## src/hw/rtl/tournament_branch_predictor_unit_macros.svh

```systemverilog
// Assertion macros for the tournament branch predictor.
// Used by the top level only; no other dependencies.
`ifndef TOURNAMENT_BRANCH_PREDICTOR_UNIT_MACROS_SVH
`define TOURNAMENT_BRANCH_PREDICTOR_UNIT_MACROS_SVH

// Antecedent implies consequent in the same cycle (the consequent may carry a delay).
`define TBP_ASSERT_IMPLY(label, clk, rst, ante, cons) \
   label: assert property (@(posedge clk) disable iff (rst) (ante) |-> cons) \
      else $error("tournament branch predictor: assertion failed");

// Antecedent implies consequent in the next cycle.
`define TBP_ASSERT_NEXT(label, clk, rst, ante, cons) \
   label: assert property (@(posedge clk) disable iff (rst) (ante) |=> (cons)) \
      else $error("tournament branch predictor: assertion failed");

`endif

```

## src/hw/rtl/tbp_pkg.sv

```systemverilog
// Shared constants and helper functions for the tournament branch predictor.
// No dependencies.
`timescale 1ns / 1ps

package tbp_pkg;

   localparam int TABLE_ENTRIES_DEF = 2048;
   localparam int HISTORY_BITS_DEF  = 11;

   localparam int CTR_W      = 2;
   localparam int HIST_LEN_W = 4;
   localparam int CSR_ADDR_W = 3;
   localparam int CSR_DATA_W = 32;

   localparam logic [CTR_W-1:0]      CTR_MAX         = 2'd3;
   localparam logic [CTR_W-1:0]      CTR_MIN         = 2'd0;
   localparam logic [CTR_W-1:0]      CTR_INIT_PRED   = 2'd1;
   localparam logic [CTR_W-1:0]      CTR_INIT_CHOOSE = 2'd2;
   localparam logic [HIST_LEN_W-1:0] HIST_LEN_RESET  = 4'd11;

   // Register index, taken from the word address of the configuration port.
   localparam logic CSR_IDX_HIST_LEN = 1'b0;

   localparam logic [31:0] COUNT_MAX = 32'hFFFF_FFFF;

   // Two-bit saturating counter step toward the outcome.
   function automatic logic [CTR_W-1:0] sat_move(input logic [CTR_W-1:0] v,
                                                 input logic up);
      logic [CTR_W-1:0] r;
      if (up) begin
         r = (v == CTR_MAX) ? CTR_MAX : v + 2'd1;
      end else begin
         r = (v == CTR_MIN) ? CTR_MIN : v - 2'd1;
      end
      return r;
   endfunction

endpackage

```

## src/hw/rtl/tbp_csr.sv

```systemverilog
// Configuration register block: holds the history length behind an APB-style port.
// Depends on tbp_pkg.
`timescale 1ns / 1ps

module tbp_csr (
   input  logic                            clock,
   input  logic                            reset,
   input  logic                            psel,
   input  logic                            penable,
   input  logic                            pwrite,
   input  logic [tbp_pkg::CSR_ADDR_W-1:0]  paddr,
   input  logic [tbp_pkg::CSR_DATA_W-1:0]  pwdata,
   output logic [tbp_pkg::CSR_DATA_W-1:0]  prdata,
   output logic                            pready,
   output logic [tbp_pkg::HIST_LEN_W-1:0]  hist_len
);
   import tbp_pkg::*;

   logic [HIST_LEN_W-1:0] hist_len_ff;
   logic                  wr_hit;

   assign pready = 1'b1;
   assign wr_hit = psel && penable && pwrite && (paddr[2] == CSR_IDX_HIST_LEN);

   always_ff @(posedge clock) begin
      if (reset) begin
         hist_len_ff <= HIST_LEN_RESET;
      end else if (wr_hit) begin
         hist_len_ff <= pwdata[HIST_LEN_W-1:0];
      end
   end

   always_comb begin
      prdata = '0;
      if (paddr[2] == CSR_IDX_HIST_LEN) begin
         prdata[HIST_LEN_W-1:0] = hist_len_ff;
      end
   end

   assign hist_len = hist_len_ff;

endmodule

```

## config.mk

```make
export PLATFORM = sky130hd
export DESIGN_NAME = tbp_csr
export DESIGN_NICKNAME = d
export VERILOG_FILES = /design/src/hw/rtl/tournament_branch_predictor_unit_macros.svh /design/src/hw/rtl/tbp_pkg.sv /design/src/hw/rtl/tbp_csr.sv
export SDC_FILE = /design/constraint.sdc
export NUM_CORES = 1
export LEC_CHECK = 0
export BUFFER_PORTS_ARGS = -buffer_cell sky130_fd_sc_hd__buf_2
export CELL_PAD_IN_SITES_DETAIL_PLACEMENT = 0
export CELL_PAD_IN_SITES_GLOBAL_PLACEMENT = 2
export CORE_MARGIN = 1
export CORE_UTILIZATION = 11
export CTS_BUF_LIST = sky130_fd_sc_hd__clkbuf_8
export DETAILED_ROUTE_END_ITERATION = 10
export HOLD_SLACK_MARGIN = 0.03
export PLACE_DENSITY = 0.86
export SLEW_MARGIN = 20
export SYNTH_ARGS = -nofsm -noshare
export SYNTH_HDL_FRONTEND = slang
export SYNTH_SLANG_ARGS = --single-unit
```

## constraint.sdc

```tcl
create_clock -name clock -period 1.4 [get_ports clock]
set_input_delay 0.07 -clock clock [delete_from_list [all_inputs] [get_ports clock]]
set_output_delay 0.07 -clock clock [all_outputs]
set_load 0.01 [all_outputs]
```

==> flow_summary.yaml <==
route:
  drt_iter0_markers: 7
  vias: 277
  via_per_inst: 2.35
  drt_wl_total_microns: 671
  drt_first_pass_iters: 2
  antenna_left: 0
  wire_per_inst_microns: 5.69
  drc: 0
sta:
  fin_crit_ps: 914
  slew_viol_final: 0
  fmax_ghz: 1.09
  period_share: 0.653
  rsz0062_at_grt: "no"
  skew_ps: 0
  setup_tns_ps: 0
  finalSetupViolations: 0
  hold_ws_ps: 122
  finalHoldViolCount: 0
worst_setup_path:
  cp_cell_sequence: "and2b_2 -> buf_2"
  path_buf_inv: 1
  r2r_start: "hist_len[3]"
  cp_max_fo: 3
  cp-start-kind: "register"
  required_ps: 1330
  cp-end-kind: "output pin"
  regToRegEndpoint: "hist_len[3]"
  worst_r2r_path_depth: 2
  slowest_stage: "dfxtp_1"
  cpPeakStageDelay_ps: 310
  r2r_slack_ps: 790
  critPathTopFamily: "flip-flops"
  crit_type: "register to output pin"
  worstPathArrival_ps: 840
power:
  powerDensity_mw_per_mm2: 887
  p_total_w: 0.000435
  leakage_nw: 0.254
  vdd.ir_drop.worst_mv: 0.178
die:
  io_pins: 77
  rows: 22
  start_util: 0.116
  fp.dieH_microns: 64.6
  die_x_microns: 64.6
  fp.coreArea_sq_mm: 0.00372
  dieArea_sq_mm: 0.00418
clock_tree:
  cts.path.max_buffers: 2
  post_cts_buffers: 0
  hold_buffers: 0
  ctsRootBufferMaster: "clkbuf_8"
  clock_latency_ps: 210
  cts_made_buffers: 3
  cts_resized: 0
  cts_tree: "yes"
  htreeDepth: 1
  clkSinkCount: 4
  path_clk_slew_ps: 30
global_route:
  grt_pass1_wl_microns: 931
  grt_max_degree: 9
  grt_pass1_vias: 214
  grt.total_usage: 0.0324
  antenna_found_initial: 0
  overflow: 0
synth:
  syn_area_per_cell_sq_um: 8.14
  yosysUniqueCellTypes: 10
  syn-instance-count: 53
  ys_warn_count: 0
  ys_seq_elements: 4
  synth-seq-area-share: 0.186
  syn-cell-area_sq_um: 432
hold_path:
  holdPathStages: 3
  worstHoldStart: "pwdata[0]"
  min_path_type: "primary input to register"
  hold_path_end: "hist_len[0]"
cells_and_area:
  largest_reg_flops: 4
  diodes: 0
  area_growth_syn_to_layout_pct: 13.6
  layout-drive-gt1-share: 0.314
  fin_nets: 112
  final_cell_area_sq_um: 490
place:
  port-buffer-count: 17
  gp_congestion: 0.570
  postPlaceCellArea_sq_um: 449
outcome:
  status: "finished clean"
job:
  drv_cap: 0
-- cells in the final DEF (no fill, tap or decap) --
master    count
dfxtp_1       4
and4b_1       1
nand2b_1      2
mux2i_1       4
buf_2        17
clkbuf_8      3
nor2_1        6
nor2b_1       2
and2b_2       2
conb_1       29
-- worst max-delay path by stage --
stage,start,endpoint,slack (ps),cells past startpoint
after CTS,hist_len[1],prdata[1],480,2
after detailed placement,paddr[2],hist_len[1],490,3
final,hist_len[1],prdata[1],490,2
after floorplan,hist_len[0],prdata[0],730,1
after global routing,hist_len[1],prdata[1],450,2
after global placement,paddr[2],hist_len[2],520,3
-- synth_stat cells, drive strengths merged --
cell | number | area, sq um
buf | 30 | 229
nand2b | 2 | 12.5
nor2 | 6 | 22.5
conb | 2 | 7.51
and2b | 2 | 17.5
nor2b | 2 | 12.5
and4b | 1 | 10.0
mux2i | 4 | 40.0
dfxtp | 4 | 80.1
-- stage by stage --
stage               setup slack [ps]  std cells   util
finish                           486        118  0.132
global route                     449        118  0.132
CTS                              476        118  0.132
detailed placement               490        115  0.121
global placement                 520        115  0.121
floorplan                        733         80      -
-- logic make-up after synthesis --
group                  Yosys count  share of synthesized area
other                            2                     0.0174
flip-flops                       4                      0.186
multiplexers                     4                     0.0928
buffers and inverters           30                      0.530
AND/OR/NAND/NOR                 13                      0.174
-- layout make-up --
cell class | count | area [sq um]
fill | 435 | 3230
sequential | 4 | 80.1
clock buffer | 3 | 41.3
multi-input combinational | 46 | 224
tap | 48 | 60.1
timing repair buffer | 17 | 85.1
-- worst reg2reg max path: cells and delay by family, from the launching register on --
family | cells | cell delay, ps
flip-flops | 1 | 310
AND/OR/NAND/NOR | 1 | 110
multiplexers | 1 | 70
-- per-layer routing --
metal,share of wire,routed length [microns],vias to the layer above,track usage
li1,-,-,138,-
met4,0.033,22,0,0.0500
met1,0.41,278,109,0.0293
met5,0,0,-,0
met3,0.11,76,2,0.00528
met2,0.44,294,28,0.0513
-- power breakdown --
| group | total (W) | internal (W) | switching [W] |
|---|---|---|---|
| Clock | 0.000239 | 0.000183 | 0.0000564 |
| Combinational | 0.0000764 | 0.0000225 | 0.0000540 |
| Sequential | 0.000119 | 0.000117 | 0.00000168 |
No activity file was read; power rests on OpenSTA's default activity.
