$ cat config.mk
export PLATFORM = sky130hd
export DESIGN_NAME = tbp_ctr_ram
export DESIGN_NICKNAME = d
export VERILOG_FILES = /design/src/hw/rtl/tournament_branch_predictor_unit_macros.svh /design/src/hw/rtl/tbp_pkg.sv /design/src/hw/rtl/tbp_ctr_ram.sv
export SDC_FILE = /design/constraint.sdc
export NUM_CORES = 2
export LEC_CHECK = 0
export ABC_AREA = 0
export BUFFER_PORTS_ARGS = -buffer_cell sky130_fd_sc_hd__buf_4
export CELL_PAD_IN_SITES_DETAIL_PLACEMENT = 1
export CELL_PAD_IN_SITES_GLOBAL_PLACEMENT = 1
export CORE_ASPECT_RATIO = 1.2
export CORE_MARGIN = 5
export CORE_UTILIZATION = 43
export DETAILED_ROUTE_END_ITERATION = 8
export PLACE_DENSITY_LB_ADDON = 0.3
export SLEW_MARGIN = 20
export SYNTH_ARGS = -nofsm -noshare
export SYNTH_HDL_FRONTEND = slang
export SYNTH_SLANG_ARGS = --single-unit
$ cat constraint.sdc
create_clock -name clock -period 3.5 [get_ports clock]
set_input_delay 0.35 -clock clock [delete_from_list [all_inputs] [get_ports clock]]
set_output_delay 0.35 -clock clock [all_outputs]
set_load 0.005 [all_outputs]
$ cat src/hw/rtl/tournament_branch_predictor_unit_macros.svh
// Assertion macros for the tournament branch predictor.
// Used by the top level only; no other dependencies.
`ifndef TOURNAMENT_BRANCH_PREDICTOR_UNIT_MACROS_SVH
`define TOURNAMENT_BRANCH_PREDICTOR_UNIT_MACROS_SVH

// Antecedent implies consequent in the same cycle (the consequent may carry a delay).
`define TBP_ASSERT_IMPLY(label, clk, rst, ante, cons) \
   label: assert property (@(posedge clk) disable iff (rst) (ante) |-> cons) \
      else $error("tournament branch predictor: assertion failed");

// Antecedent implies consequent in the next cycle.
`define TBP_ASSERT_NEXT(label, clk, rst, ante, cons) \
   label: assert property (@(posedge clk) disable iff (rst) (ante) |=> (cons)) \
      else $error("tournament branch predictor: assertion failed");

`endif

$ cat src/hw/rtl/tbp_pkg.sv
// Shared constants and helper functions for the tournament branch predictor.
// No dependencies.
`timescale 1ns / 1ps

package tbp_pkg;

   localparam int TABLE_ENTRIES_DEF = 2048;
   localparam int HISTORY_BITS_DEF  = 11;

   localparam int CTR_W      = 2;
   localparam int HIST_LEN_W = 4;
   localparam int CSR_ADDR_W = 3;
   localparam int CSR_DATA_W = 32;

   localparam logic [CTR_W-1:0]      CTR_MAX         = 2'd3;
   localparam logic [CTR_W-1:0]      CTR_MIN         = 2'd0;
   localparam logic [CTR_W-1:0]      CTR_INIT_PRED   = 2'd1;
   localparam logic [CTR_W-1:0]      CTR_INIT_CHOOSE = 2'd2;
   localparam logic [HIST_LEN_W-1:0] HIST_LEN_RESET  = 4'd11;

   // Register index, taken from the word address of the configuration port.
   localparam logic CSR_IDX_HIST_LEN = 1'b0;

   localparam logic [31:0] COUNT_MAX = 32'hFFFF_FFFF;

   // Two-bit saturating counter step toward the outcome.
   function automatic logic [CTR_W-1:0] sat_move(input logic [CTR_W-1:0] v,
                                                 input logic up);
      logic [CTR_W-1:0] r;
      if (up) begin
         r = (v == CTR_MAX) ? CTR_MAX : v + 2'd1;
      end else begin
         r = (v == CTR_MIN) ? CTR_MIN : v - 2'd1;
      end
      return r;
   endfunction

endpackage

$ cat src/hw/rtl/tbp_ctr_ram.sv
// Counter memory: one write and one registered read per cycle, with a bypass
// for a write to the address being read at the same edge. Depends on tbp_pkg.
`timescale 1ns / 1ps

module tbp_ctr_ram #(
   parameter int DEPTH = tbp_pkg::TABLE_ENTRIES_DEF
) (
   input  logic                        clock,
   input  logic [$clog2(DEPTH)-1:0]    rd_addr,
   output logic [tbp_pkg::CTR_W-1:0]   rd_data,
   input  logic                        wr_en,
   input  logic [$clog2(DEPTH)-1:0]    wr_addr,
   input  logic [tbp_pkg::CTR_W-1:0]   wr_data
);
   import tbp_pkg::*;

   logic [CTR_W-1:0] mem [DEPTH];
   logic [CTR_W-1:0] rd_q_ff;
   logic             byp_hit_ff;
   logic [CTR_W-1:0] byp_data_ff;

   always_ff @(posedge clock) begin
      if (wr_en) begin
         mem[wr_addr] <= wr_data;
      end
   end

   // The memory returns the old word on a same-edge collision, so the new
   // word is kept aside and substituted.
   always_ff @(posedge clock) begin
      rd_q_ff     <= mem[rd_addr];
      byp_hit_ff  <= wr_en && (wr_addr == rd_addr);
      byp_data_ff <= wr_data;
   end

   assign rd_data = byp_hit_ff ? byp_data_ff : rd_q_ff;

endmodule

==> impl_metrics.toml <==
[synth]
synth_common_cells = "edfxtp_1, nor2_1, mux2i_1"
synth_top_area_frac = 0.7257
syn_nets = 10316
ys_types = 88
yosysMostFrequentCell = "edfxtp_1"
ys_seq_area_frac = 0.7262
ys_warn_count = 0
synth_seq_cells = 4101
synth_top_family_by_area = "multiplexers"
synth-edff-count = 4096
synthMuxAreaShare = 0.1340
post_synth_xor_area_fraction = 0.0005684
synth-simple-area-share = 0.06610
async_flop_share = 0
syn-cell-area_um2 = 169500
synthAdderAreaFrac = 0
yosys.area.top_type = "edfxtp_1"
synth-main-ff-cell = "edfxtp_1"
synth-compound-area-share = 0.04219
synthTopCellsByArea = "edfxtp_1, mux4_2, mux2i_1"
syn_inst = 10290
syn_area_per_cell_um2 = 16.47

[clocking]
clk_latency_ns = 1.01
cts.sinks = 4101
ctsHtreeMaxLevel = 5
cts-root-buf = "clkbuf_16"
cts_tree = "done"
clockBufferDepth = 4
clk_pin_slew_worst_paths_ns = 0.07
cts_made_buffers = 400

[worst_setup_path]
crit_family = "simple AND/OR/NAND/NOR gates"
cp.depth = 10
cp.required_ns = 4.46
startpoint = "mem[307][1]$_DFFE_PP_"
reg2regPathDepth = 10
cp_cell_sequence = "mux2i_1, o221ai_1, o22ai_1, a32oi_1, nand3_1, or4_1, buf_4, nor4_1, a22o_1, a211o_1"
critical_path_class = "reg -> reg"
crit_fanout = 9
crit_slowest_cell = "or4_1"
reg2reg_from = "mem[307][1]$_DFFE_PP_"
path_buf_inv = 1
crit_arrival_ns = 4.58
reg2reg_slack_ns = -0.12
worstSetupStartpointType = "register"
end_kind = "register"
cp_slowest_stage_delay_ns = 0.76
r2r_end = "rd_q_ff[1]$_DFF_P_"
endpoint = "rd_q_ff[1]$_DFF_P_"

[routing]
detail-route-antenna-nets = 0
routed-via-count = 102025
remaining_drc_errors = 0
firstDrtPassIters = 6
wl_mm = 583.5
drt_iter0_markers = 12725
wl_per_cell_um = 35.77
via_per_inst = 6.255

[die]
die_x_um = 583.1
num_io_pins = 28
rows = 252
start_util = 0.4318
die_area_um2 = 406900
core_area_um2 = 392600
die_h_um = 697.8

[sta]
setup_viol = 1
max_freq_mhz = 276.4
finalHoldViolations = 0
fin_crit_ns = 3.618
worst_pin_slew_ns = 1.322
slew-limit-headroom = 0.1105
fin_crit_sh = 1.034
clock_skew_ns = 0.05841
slew_violations = 0
layout_setup_ws_ns = -0.1177
rsz0062_at_grt = "no"

[power]
p_total_uw = 103900
ir_drop_mv = 0.4175
power_density_nw_per_um2 = 535.9
p_leak_uw = 0.06135

[placement]
dp_hpwl_mm = 361.3
placed_area_um2 = 180800
gp_congestion = 0.8748
port_buffers = 27

[global_route]
grt_overflow = 0
antenna_found_initial = 38
grt_max_degree = 186
grt_usage = 0.2800
grt_pass1_vias = 107136
grt_pass1_wl_mm = 816.0

[final_layout]
final_area_um2 = 193900
drive_gt1_frac = 0.1915
areaGrowthSynthToFinish_pct = 14.41
fin_util = 0.4940
nNetsFinal = 10767

[status]
violations = "setup timing"
status = "finished with violations"

[job]
cap_violations = 0

[min_path]
hp-class = "in -> reg"
[state kept, by name, summed over array words and instances, names as in the netlist]
name / count
rd_q_ff: 2
byp_data_ff: 2
byp_hit_ff: 1
mem: 4096
[cell families after synthesis]
kind of cell / after synthesis
XOR/XNOR: 11
AND/OR/NAND/NOR: 2784
AO/OA/AOI/OAI: 1032
buffers and inverters: 874
flip-flops: 4101
multiplexers: 1488
[placed cells by master, fill, tap and decap left out, types with 17 or more instances in the layout]
cell,count
edfxtp_1,4096
nor2_1,2183
mux2i_1,872
buf_4,703
mux4_2,562
clkbuf_16,405
o221ai_1,248
nand2_1,246
o22ai_1,236
buf_12,203
a21oi_1,172
o21ai_0,111
clkbuf_1,103
nor3_1,101
clkinv_1,72
a31oi_1,71
clkinv_2,63
mux4_1,48
nand3_1,46
bufinv_16,43
nor4_1,35
nand3_4,32
diode_2,30
o21a_1,29
a211oi_1,24
a2111oi_0,23
nand4_1,22
clkinvlp_4,18
and2_1,17
and3_1,17
[worst min-delay path by stage]
stage	startpoint	to	slack [ns]	cells past startpoint
2_1_floorplan	wr_data[0]	byp_data_ff[0]$_DFF_P_	0.38	0
3_3_place_gp	wr_addr[10]	byp_hit_ff$_DFF_P_	0.77	4
3_5_place_dp	wr_addr[10]	byp_hit_ff$_DFF_P_	0.77	4
4_1_cts	wr_addr[4]	mem[1511][1]$_DFFE_PP_	0.009	4
5_1_grt	wr_addr[4]	mem[1511][1]$_DFFE_PP_	0.06	4
6_report	wr_addr[4]	mem[1511][1]$_DFFE_PP_	0.11	4
[area by class of cell]
type / instances / area (um2)
inverters: 5 / 33.78
diodes: 30 / 75.07
well taps: 5207 / 6515
repair buffers: 918 / 9494
flip-flops and latches: 4101 / 123100
fillers: 36897 / 198600
clock inverters: 222 / 2424
clock buffers: 512 / 10580
multi-input cells: 5315 / 41720
[metrics by stage]
step / std cells / hold WS, ns / setup TNS (ns) / worst slack (ns)
2_1_floorplan: 10290 / 0.3777 / 0 / 0.8291
3_3_place_gp: 15536 / 0.7727 / -2.830 / -1.690
3_5_place_dp: 15538 / 0.7728 / -1.395 / -0.7531
4_1_cts: 16280 / 0.009257 / 0 / 0.02432
5_1_grt: 16292 / 0.05740 / 0 / 0.005528
6_report: 16310 / 0.1120 / -0.1177 / -0.1177
[timing repair]
action / in CTS / in global routing
buffers inserted: 0 / 0
endpoints found under the hold margin: 119 / 0
gates resized for setup: 0 / 0
hold buffers: 8 / 0
[worst reg2reg max path, stage by stage (launching register included)]
cell	delay [ns]
edfxtp_1	0.33
mux2i_1	0.08
o221ai_1	0.27
o22ai_1	0.21
a32oi_1	0.34
nand3_1	0.71
or4_1	0.79
buf_4	0.16
nor4_1	0.28
a22o_1	0.30
a211o_1	0.12
[routing by layer]
layer,track usage,up-vias,part of all wire
li1,-,41057,-
met1,0.3514,54297,0.37
met2,0.4638,5317,0.49
met3,0.04994,1334,0.085
met4,0.1502,20,0.062
met5,0,-,0.00022
[where the power goes]
part	switching (uW)	internal, uW
clock	19200	24600
sequential	8.99	54000
combinational	4040	2040
total	23300	80700
No activity file was read; power rests on OpenSTA's default activity.
